`src/rtl/ntp_seconds_to_local_calendar_macros.svh`:
```
// Assertion macros shared by the calendar converter.
`ifndef NTP_SECONDS_TO_LOCAL_CALENDAR_MACROS_SVH
`define NTP_SECONDS_TO_LOCAL_CALENDAR_MACROS_SVH

// The consequent must hold in the same cycle as the antecedent.
`define NTPCAL_HOLDS(lbl, ante, cons, msg) \
  lbl: assert property (@(posedge clk) disable iff (!rst_n) (ante) |-> (cons)) \
    else $error(msg);

// The consequent must hold in the cycle after the antecedent.
`define NTPCAL_NEXT(lbl, ante, cons, msg) \
  lbl: assert property (@(posedge clk) disable iff (!rst_n) (ante) |=> (cons)) \
    else $error(msg);

`endif

```
`src/rtl/ntpcal_pkg.sv`:
```
`timescale 1ns / 1ps
`default_nettype none

package ntpcal_pkg;

  localparam logic [7:0]  SYNC_TAG      = 8'hE3;
  localparam logic [31:0] UNIX_FROM_NTP = 32'd2208988800;
  localparam logic [16:0] ZONE_RESET    = 17'd19800;
  localparam logic [16:0] SECS_PER_DAY  = 17'd86400;

  localparam logic [25:0] DAY_RECIP    = 26'd50903316;
  localparam logic [17:0] MIN_RECIP    = 18'd139811;
  localparam logic [11:0] HOUR_RECIP   = 12'd2185;
  localparam logic [16:0] WEEK_RECIP   = 17'd74899;
  localparam logic [17:0] LEAP4_RECIP  = 18'd183860;
  localparam logic [18:0] YEAR_RECIP   = 19'd367720;
  localparam logic [10:0] MONTH_RECIP  = 11'd1714;

  localparam logic [19:0] EPOCH_SHIFT  = 20'd719468;
  localparam logic [19:0] ERA4_START   = 20'd584388;
  localparam logic [19:0] ERA5_START   = 20'd730485;
  localparam logic [11:0] YEAR_ERA4    = 12'd1600;
  localparam logic [11:0] YEAR_ERA5    = 12'd2000;
  localparam logic [11:0] CENTURY_BASE = 12'd2000;
  localparam logic [11:0] CENTURY_END  = 12'd2100;

  typedef struct packed {
    logic [4:0] hours;
    logic [5:0] minutes;
    logic [5:0] secs;
  } hms_t;

  typedef struct packed {
    logic       year_in_range;
    logic [4:0] day_of_month;
    logic [3:0] month_num;
    logic [6:0] year_in_century;
    logic [2:0] weekday;
  } date_t;

  // Day of the March-based year on which month index mp starts.
  function automatic logic [8:0] month_start(input logic [3:0] mp);
    logic [8:0] r;
    case (mp)
      4'd0:    r = 9'd0;
      4'd1:    r = 9'd31;
      4'd2:    r = 9'd61;
      4'd3:    r = 9'd92;
      4'd4:    r = 9'd122;
      4'd5:    r = 9'd153;
      4'd6:    r = 9'd184;
      4'd7:    r = 9'd214;
      4'd8:    r = 9'd245;
      4'd9:    r = 9'd275;
      4'd10:   r = 9'd306;
      4'd11:   r = 9'd337;
      default: r = 9'd0;
    endcase
    return r;
  endfunction

endpackage

`default_nettype wire

```
`src/rtl/ntp_seconds_to_local_calendar.sv`:
```
// Converts an NTP seconds count to local calendar date and time. One beat can enter every
// cycle unless out_tready stalls the output; results pass nine register stages (three for
// the day split, six for the date breakdown). A beat whose tag is not 0xE3 comes out with
// frame_ok low and every other field zero. Zone offset register resets to +19800 seconds
// and the user must write it only while no beat is inside; the block does not enforce it.
`timescale 1ns / 1ps
`default_nettype none

`include "ntp_seconds_to_local_calendar_macros.svh"

module ntp_seconds_to_local_calendar
  import ntpcal_pkg::*;
(
  input  wire logic        clk,
  input  wire logic        rst_n,
  input  wire logic        cfg_valid,
  output logic             cfg_ready,
  input  wire logic [16:0] cfg_data,      // zone_offset_seconds
  input  wire logic        in_tvalid,
  output logic             in_tready,
  input  wire logic [31:0] in_tdata,      // ntp_seconds
  input  wire logic [7:0]  in_tuser,      // frame_tag
  output logic             out_tvalid,
  input  wire logic        out_tready,
  output logic [39:0]      out_tdata,     // hours, minutes, secs, day_of_month, month_num,
                                          // year_in_century, weekday, zero fill
  output logic [1:0]       out_tuser      // frame_ok, year_in_range
);

  logic        en;
  logic [16:0] zone_r;
  logic [8:1]  vld_r;
  logic [8:1]  ok_r;
  logic        out_tvalid_r;

  assign en        = !out_tvalid_r || out_tready;
  assign in_tready = en;
  assign cfg_ready = 1'b1;

  always_ff @(posedge clk) begin
    if (!rst_n) begin
      zone_r <= ZONE_RESET;
    end else if (cfg_valid) begin
      zone_r <= cfg_data;
    end
  end

  always_ff @(posedge clk) begin
    if (!rst_n) begin
      vld_r        <= '0;
      out_tvalid_r <= 1'b0;
    end else if (en) begin
      vld_r        <= {vld_r[7:1], in_tvalid};
      out_tvalid_r <= vld_r[8];
    end
  end

  always_ff @(posedge clk) begin
    if (en) begin
      ok_r <= {ok_r[7:1], (in_tuser == SYNC_TAG)};
    end
  end

  // Stage 1: local Unix seconds.
  logic [31:0] t1;
  logic [31:0] t1_r;

  assign t1 = in_tdata + {{15{zone_r[16]}}, zone_r} - UNIX_FROM_NTP;

  always_ff @(posedge clk) begin
    if (en) begin
      t1_r <= t1;
    end
  end

  // Stage 2: day count estimate, low by at most one.
  logic [50:0] day_prod;
  logic [15:0] qa2_r;
  logic [31:0] t2_r;

  assign day_prod = 51'(t1_r[31:7]) * 51'(DAY_RECIP);

  always_ff @(posedge clk) begin
    if (en) begin
      qa2_r <= day_prod[50:35];
      t2_r  <= t1_r;
    end
  end

  // Stage 3: correct the day count, seconds of day.
  logic [31:0] day_base;
  logic [31:0] rem3;
  logic        over;
  logic [15:0] days3_r;
  logic [16:0] sod3_r;

  assign day_base = 32'(qa2_r) * 32'(SECS_PER_DAY);
  assign rem3     = t2_r - day_base;
  assign over     = (rem3[17:0] >= 18'(SECS_PER_DAY));

  always_ff @(posedge clk) begin
    if (en) begin
      days3_r <= over ? qa2_r + 16'd1 : qa2_r;
      sod3_r  <= over ? 17'(rem3[17:0] - 18'(SECS_PER_DAY)) : rem3[16:0];
    end
  end

  // Stages 4 to 6: time of day.
  logic [34:0] tm_prod;
  logic [10:0] tm4_r;
  logic [16:0] sod4_r;

  assign tm_prod = 35'(sod3_r) * 35'(MIN_RECIP);

  always_ff @(posedge clk) begin
    if (en) begin
      tm4_r  <= tm_prod[33:23];
      sod4_r <= sod3_r;
    end
  end

  logic [16:0] sec_rem;
  logic [22:0] hr_prod;
  logic [5:0]  secs5_r;
  logic [10:0] tm5_r;
  logic [4:0]  hq5_r;

  assign sec_rem = sod4_r - 17'(tm4_r) * 17'd60;
  assign hr_prod = 23'(tm4_r) * 23'(HOUR_RECIP);

  always_ff @(posedge clk) begin
    if (en) begin
      secs5_r <= sec_rem[5:0];
      tm5_r   <= tm4_r;
      hq5_r   <= hr_prod[21:17];
    end
  end

  logic [10:0] min_rem;
  hms_t        hms6_r;
  hms_t        hms7_r;
  hms_t        hms8_r;

  assign min_rem = tm5_r - 11'(hq5_r) * 11'd60;

  always_ff @(posedge clk) begin
    if (en) begin
      hms6_r.hours   <= hq5_r;
      hms6_r.minutes <= min_rem[5:0];
      hms6_r.secs    <= secs5_r;
      hms7_r         <= hms6_r;
      hms8_r         <= hms7_r;
    end
  end

  // Stages 4 to 8: calendar date.
  date_t date8;

  ntpcal_date u_date (
    .clk  (clk),
    .en   (en),
    .days (days3_r),
    .date (date8)
  );

  // Output register.
  logic  out_ok_r;
  hms_t  out_hms_r;
  date_t out_date_r;

  always_ff @(posedge clk) begin
    if (en) begin
      out_ok_r   <= ok_r[8];
      out_hms_r  <= ok_r[8] ? hms8_r : '0;
      out_date_r <= ok_r[8] ? date8 : '0;
    end
  end

  assign out_tvalid = out_tvalid_r;
  assign out_tuser  = {out_date_r.year_in_range, out_ok_r};
  assign out_tdata  = {4'd0, out_date_r.weekday, out_date_r.year_in_century,
                       out_date_r.month_num, out_date_r.day_of_month,
                       out_hms_r.secs, out_hms_r.minutes, out_hms_r.hours};

  `NTPCAL_NEXT(a_last_stage_moves, vld_r[8] && en, out_tvalid, "Beat lost at output stage")
  `NTPCAL_HOLDS(a_bad_tag_zero, out_tvalid && !out_tuser[0],
                out_tdata == '0 && !out_tuser[1], "Rejected beat carries data")
  `NTPCAL_HOLDS(a_fields_legal, out_tvalid && out_tuser[0],
                out_hms_r.hours < 5'd24 && out_hms_r.minutes < 6'd60 &&
                out_hms_r.secs < 6'd60 && out_date_r.month_num != 4'd0 &&
                out_date_r.month_num <= 4'd12 && out_date_r.day_of_month != 5'd0 &&
                out_date_r.weekday != 3'd0, "Calendar field out of range")
  `NTPCAL_HOLDS(a_century_clear, out_tvalid && !out_tuser[1],
                out_date_r.year_in_century == 7'd0, "Year set outside the century")

endmodule

`default_nettype wire

```
`src/rtl/ntpcal_date.sv`:
```
`timescale 1ns / 1ps
`default_nettype none

module ntpcal_date
  import ntpcal_pkg::*;
(
  input  wire logic        clk,
  input  wire logic        en,
  input  wire logic [15:0] days,
  output date_t            date
);

  // Stage 4: shift to the March-based epoch, split off the era.
  logic [19:0] z;
  logic        era5;
  logic [17:0] doe4;
  logic [16:0] wx4;
  logic [33:0] q7_prod;

  assign z       = 20'(days) + EPOCH_SHIFT;
  assign era5    = (z >= ERA5_START);
  assign doe4    = 18'(z - (era5 ? ERA5_START : ERA4_START));
  assign wx4     = 17'(days) + 17'd4;
  assign q7_prod = 34'(wx4) * 34'(WEEK_RECIP);

  logic [17:0] doe4_r;
  logic        era4_r;
  logic [16:0] wx4_r;
  logic [13:0] q74_r;

  always_ff @(posedge clk) begin
    if (en) begin
      doe4_r <= doe4;
      era4_r <= era5;
      wx4_r  <= wx4;
      q74_r  <= q7_prod[32:19];
    end
  end

  // Stage 5: remove leap days of the era, finish the weekday.
  logic [35:0] a_prod;
  logic [6:0]  leap_cnt;
  logic [2:0]  cent_cnt;
  logic        last_day;
  logic [17:0] n5;
  logic [16:0] wrem;

  assign a_prod   = 36'(doe4_r) * 36'(LEAP4_RECIP);
  assign leap_cnt = a_prod[34:28];
  assign cent_cnt = 3'(doe4_r >= 18'd36524) + 3'(doe4_r >= 18'd73048)
                  + 3'(doe4_r >= 18'd109572) + 3'(doe4_r >= 18'd146096);
  assign last_day = (doe4_r >= 18'd146096);
  assign n5       = doe4_r - 18'(leap_cnt) + 18'(cent_cnt) - 18'(last_day);
  assign wrem     = wx4_r - 17'(q74_r) * 17'd7;

  logic [17:0] n5_r;
  logic [17:0] doe5_r;
  logic        era5_r;
  logic [2:0]  wd5_r;

  always_ff @(posedge clk) begin
    if (en) begin
      n5_r   <= n5;
      doe5_r <= doe4_r;
      era5_r <= era4_r;
      wd5_r  <= wrem[2:0] + 3'd1;
    end
  end

  // Stage 6: year of era.
  logic [36:0] y_prod;

  assign y_prod = 37'(n5_r) * 37'(YEAR_RECIP);

  logic [8:0]  yoe6_r;
  logic [17:0] doe6_r;
  logic        era6_r;
  logic [2:0]  wd6_r;

  always_ff @(posedge clk) begin
    if (en) begin
      yoe6_r <= y_prod[35:27];
      doe6_r <= doe5_r;
      era6_r <= era5_r;
      wd6_r  <= wd5_r;
    end
  end

  // Stage 7: day of the March-based year.
  logic [1:0]  cent6;
  logic [17:0] year_base;
  logic [17:0] doy_full;

  assign cent6     = 2'(yoe6_r >= 9'd100) + 2'(yoe6_r >= 9'd200) + 2'(yoe6_r >= 9'd300);
  assign year_base = 18'(yoe6_r) * 18'd365 + 18'(yoe6_r[8:2]) - 18'(cent6);
  assign doy_full  = doe6_r - year_base;

  logic [8:0] doy7_r;
  logic [8:0] yoe7_r;
  logic       era7_r;
  logic [2:0] wd7_r;

  always_ff @(posedge clk) begin
    if (en) begin
      doy7_r <= doy_full[8:0];
      yoe7_r <= yoe6_r;
      era7_r <= era6_r;
      wd7_r  <= wd6_r;
    end
  end

  // Stage 8: month index.
  logic [10:0] mp_num;
  logic [21:0] mp_prod;

  assign mp_num  = 11'(doy7_r) * 11'd5 + 11'd2;
  assign mp_prod = 22'(mp_num) * 22'(MONTH_RECIP);

  logic [3:0] mp8_r;
  logic [8:0] doy8_r;
  logic [8:0] yoe8_r;
  logic       era8_r;
  logic [2:0] wd8_r;

  always_ff @(posedge clk) begin
    if (en) begin
      mp8_r  <= mp_prod[21:18];
      doy8_r <= doy7_r;
      yoe8_r <= yoe7_r;
      era8_r <= era7_r;
      wd8_r  <= wd7_r;
    end
  end

  // Final day, month and year, registered by the caller.
  logic [8:0]  dd;
  logic [3:0]  mon;
  logic [11:0] year;
  logic        in_range;
  logic [11:0] yic;

  assign dd       = doy8_r - month_start(mp8_r) + 9'd1;
  assign mon      = (mp8_r < 4'd10) ? mp8_r + 4'd3 : mp8_r - 4'd9;
  assign year     = 12'(yoe8_r) + (era8_r ? YEAR_ERA5 : YEAR_ERA4) + 12'(mon <= 4'd2);
  assign in_range = (year >= CENTURY_BASE) && (year < CENTURY_END);
  assign yic      = year - CENTURY_BASE;

  always_comb begin
    date.year_in_range   = in_range;
    date.day_of_month    = dd[4:0];
    date.month_num       = mon;
    date.year_in_century = in_range ? yic[6:0] : 7'd0;
    date.weekday         = wd8_r;
  end

endmodule

`default_nettype wire
```
`config.mk`:
```
export PLATFORM = sky130hd
export DESIGN_NAME = ntp_seconds_to_local_calendar
export DESIGN_NICKNAME = d
export VERILOG_FILES = /design/src/rtl/ntpcal_pkg.sv /design/src/rtl/ntp_seconds_to_local_calendar.sv /design/src/rtl/ntpcal_date.sv
export VERILOG_INCLUDE_DIRS = /design/src /design/src/rtl
export SDC_FILE = /design/constraint.sdc
export NUM_CORES = 2
export LEC_CHECK = 0
export BUFFER_PORTS_ARGS = -buffer_cell sky130_fd_sc_hd__buf_4
export CORE_MARGIN = 5
export CORE_UTILIZATION = 70
export DETAILED_ROUTE_END_ITERATION = 10
export PLACE_DENSITY = 0.9
export SETUP_SLACK_MARGIN = 0.2
export SLEW_MARGIN = 30
export SYNTH_ARGS = -nofsm -noshare
export SYNTH_HDL_FRONTEND = slang
export SYNTH_SLANG_ARGS = --single-unit
export TNS_END_PERCENT = 50
```
`constraint.sdc`:
```
create_clock -name clk -period 18.05 [get_ports clk]
set_input_delay 1.805 -clock clk [delete_from_list [all_inputs] [get_ports clk]]
set_output_delay 1.805 -clock clk [all_outputs]
set_load 0.005 [all_outputs]
```
# == After elaboration in Yosys (flattened, before gate mapping) ==
# Memories as Yosys holds them, arrays and structs flattened. A register that Yosys moved wholly into a read port is not among the register bits.
# Cells that the tools add are included.
# word_totals
romBits,144
n_memories,1
reg_bits,389
# mem_list
memory,words,word_bits,rd,rd_ports_with_merged_regs,wr,line,text
(name not given),16,9,1,1,0,ntpcal_pkg.sv:44,case (mp)
# op_classes
eq_ne,1
n_reduce_logical,4
magnitude_cmp,13
mux,6
addsub,31
mul,13
# op_table
op,count
"multiplier 18 x 16 -> 33 bit, second input constant",2
">= comparator 18 x 17 -> 1 bit, second input constant",3
"multiplier 25 x 24 -> 49 bit, second input constant",1
subtractor 18 bit,2
"multiplier 17 x 18 -> 34 bit, second input constant",1
"multiplier 17 x 17 -> 33 bit, second input constant",1
adder 32 bit,1
"subtractor 32 bit, second input constant",1
"multiplier 11 x 12 -> 22 bit, second input constant",1
"multiplier 11 x 10 -> 21 bit, second input constant",1
"adder 16 x 20 -> 20 bit, second input constant",1
">= comparator 20 bit, second input constant",1
adder 18 x 3 -> 18 bit,1
">= comparator 18 x 16 -> 1 bit, second input constant",1
">= comparator 18 bit, second input constant",1
2-to-1 mux 18 bit,1
subtractor 18 x 1 -> 18 bit,1
subtractor 18 x 7 -> 18 bit,1
"adder 16 x 3 -> 17 bit, second input constant",1
2-to-1 mux 17 bit,1
"subtractor 17 bit, second input constant",1
"adder 16 x 1 -> 16 bit, second input constant",1
"multiplier 16 x 10 -> 11 bit, second input constant",1
2-to-1 mux 16 bit,1
36 further kinds,40

# == Longest topological paths before layout ==
# logic_depth
word_depth,7
mapped_depth,35
depth_no_buf,35

# == Modules after synthesis ==
# A second synthesis with hierarchy kept.
# hier_totals
hier_cells,4352
hier_area_um2,48312.6
# by_module_without_submodules
module,area_each_um2,cells_each,n_inst
ntp_seconds_to_local_calendar,24830.1,2168,1
ntpcal_date,23482.5,2184,1

# == Worst setup path before layout ==
# Ideal clock, no wire load.
# synth_path
path_type,input port to output port
from,input port out_tready
to,output port in_tready
required_time_ps,16245
setup_slack_ps,4499
arrival_time_ps,11746
cell_stages,3
path_cell_list,nor2b_1 > inv_1 > clkbuf_1
# synth_via
elab_chain_cells,1
# synth_lines
item,line,text
start: declaration,ntp_seconds_to_local_calendar.sv:24,"input wire logic out_tready,"
logical OR 1 bit,ntp_seconds_to_local_calendar.sv:36,assign en = !out_tvalid_r || out_tready;
end: declaration,ntp_seconds_to_local_calendar.sv:20,"output logic in_tready,"
# No other way between the ends.

# == Final worst setup path ==
# layout_path
from,register u_date.doe4_r[12]
to,register u_date.n5_r[16] (data pin)
# layout_via
elab_chain_cells,6
word_cells_on_any_way,11
# layout_lines
item,line,text
start: declaration,ntpcal_date.sv:26,logic [17:0] doe4_r;
start signal: assignment,ntpcal_date.sv:33,doe4_r <= doe4;
branches (longest 5 deep; another with multiplier 18 x 16 -> 33 bit),--,
subtractor 18 x 1 -> 18 bit *,ntpcal_date.sv:53,assign n5 = doe4_r - 18'(leap_cnt) + 18'(cent_cnt) - 18'(last_day);
named net u_date.n5[16],ntpcal_date.sv:45,logic [17:0] n5;
end signal: assignment,ntpcal_date.sv:63,n5_r <= n5;
end: declaration,ntpcal_date.sv:56,logic [17:0] n5_r;
# Mark *: on every way through the listed nets, which the timed path passes.
# A chain may end at the register's enable or synchronous reset.

==> out/metrics.cfg <==
[logic_synthesis]
synthAdderAreaFrac=0.523
yosys.area_share.simple=0.0518
synthCells=4282
synth_top_family_by_area=adder cells
synth_common_cells=ha_1, inv_1, fa_1
synth_edf_count=352
syn_avg_cell_area_um2=11.2
synth_top_area_cell=ha_1
synth_warnings=0
ys_async_sr_fraction=0
synth_xor_area_frac=0.0447
synthMuxAreaShare=0.00540
yosysSeqAreaShare=0.233
synth-seq-cells=383
yosysTopAreaCellShare=0.306
synth_area_leaders=ha_1, edfxtp_1, fa_1
synth_compound_area_frac=0.0624
synth_most_common_cell=ha_1
yosysUniqueCellTypes=84
syn_area_um2=47900
ys.flop_type=edfxtp_1

[routing]
vias=31454
routed_wl_um=103000
drc=0
antenna_left=0
drt_iter0_drc=1940
routed_via_density=5.90
wl_per_cell_um=19.4
drt_first_pass_iters=5

[worst_hold_path]
min-delay-path-class=reg -> reg
min_from=hms6_r[1]

[critical_path]
crit_path_start=u_date.doe4_r[12]
path_max_fanout=9
cp_slowest_stage_delay_ps=650
end_kind=flop
r2r-start=u_date.doe4_r[12]
cp-start-kind=flop
worstSetupPathType=reg -> reg
critical_path_arrival_ps=9750
critical_path.slowest_cell=edfxtp_1
cp.required_ps=18390
cp_common_cell=fa_1

[floorplanning]
rows=96
core_um2=68200
die_y_um=272
pin_count=107
die_area_um2=73800
initial_utilization=0.703
die_x_um=272

[sta]
fmax_ghz=0.106
fin_crit_ps=9420
final_max_slew_viol_count=0
setup_ws_ps=8630
worst_pin_slew_ps=886
hold_viol=0
rsz0062_at_grt=false
fin_worst_skew_ps=29.2
setup_viol=0
relSlewSlack=0.409
finalCritPeriodShare=0.522
tns_ps=0

[clock_tree]
htreeDepth=2
cts_buffers=43
clk_pin_slew_ps=70
cts_hold_buf=0
clockRootBuffer=clkbuf_16
post_cts_resized=0
cts_buffer_depth=3
insertion_delay_ps=600
post_cts_buffers=0
tritoncts=built
cts.sinks=383

[global_routing]
antenna_found_initial=0
grt_start_max_net_pins=193
grt_overflow=0
first_global_vias=34862
grt_pass1_wl_um=171000
grt_use_total=0.286

[layout]
antenna_cells=0
multi_input_area_um2=33000
drive_gt1_frac=0.0472
seq_area_um2=11200
final_nets=6164
syn_to_final_growth_pct=6.84
fillCellCount=4017

[place]
numPortBuffers=101
hpwlAfterDp_um=80400
place_ws_ps=8650
place.gp.congestion=0.943

[job]
drv_cap=0

[status]
status=completed

==> worst paths after layout <==
path / end / slack [ps] / cells after the start
worst min register to register: hms7_r[1] / 410 / 0
worst min-delay path: hms7_r[1] / 410 / 0
worst max-delay path: u_date.n5_r[16] / 8630 / 33
worst max register to register: u_date.n5_r[16] / 8630 / 33
==> logic make-up after synthesis <==
kind of cell | count (synthesis)
compound gates | 448
buf+inv | 998
xor+xnor | 244
mux | 24
other cells | 2
flops | 383
simple gates | 491
fa+ha+maj | 1692
==> placed cells by master, fill, tap and decap left out, drive strengths merged, types with 54 or more instances in the layout <==
cell type	instances
fa	520
ha	1172
o21ai	80
xnor2	167
a21oi	127
nor2	108
a21o	54
buf	107
edfxtp	352
inv	973
xor2	77
nand2	100
==> sequential cells by signal (all words and copies together) (netlist names), 11 cells and up, named ones only <==
register	cells
out_tdata	36
days3_r	16
sod3_r	17
tm4_r	11
t1_r	32
u_date.n5_r	18
t2_r	18
u_date.doe4_r	18
hms7_r	17
qa2_r	16
zone_r	17
hms6_r	17
hms8_r	17
==> per-layer routing <==
layer	GRT usage	vias to the layer above	wire length (um)
met5	0	-	0
met2	0.529	1018	54100
met1	0.332	15546	39200
met4	0.130	0	5170
met3	0.0372	403	4940
li1	-	14487	-
==> through the flow <==
stage	utilization	cells	cell area (um^2)	hold WS (ps)
detailed placement	0.729	5246	49800	405
floorplan	-	4285	47900	400
global route	0.751	5327	51200	426
global placement	0.729	5246	49700	400
CTS	0.750	5326	51200	417
finish	0.751	5327	51200	415
==> area by class of cell <==
class / count / share of cell area
multi-input cells: 2904 / 0.644
well taps: 882 / 0.0215
inverters: 971 / 0.0713
repair buffers: 107 / 0.0166
clock buffers: 52 / 0.0221
clock inverters: 28 / 0.00599
flip-flops and latches: 383 / 0.219
==> worst max-delay path, delay by kind of cell (launching register included) <==
| family | cells | cell delay (ps) |
|---|---|---|
| and+or+nand+nor | 7 | 1140 |
| adders and majority gates | 10 | 4620 |
| buffers and inverters | 6 | 640 |
| DFF | 1 | 650 |
| AOI/OAI and AO/OA | 10 | 2130 |
Power is not shown: default switching activity piles up to over one toggle a cycle in this logic, so the estimate is an artifact.
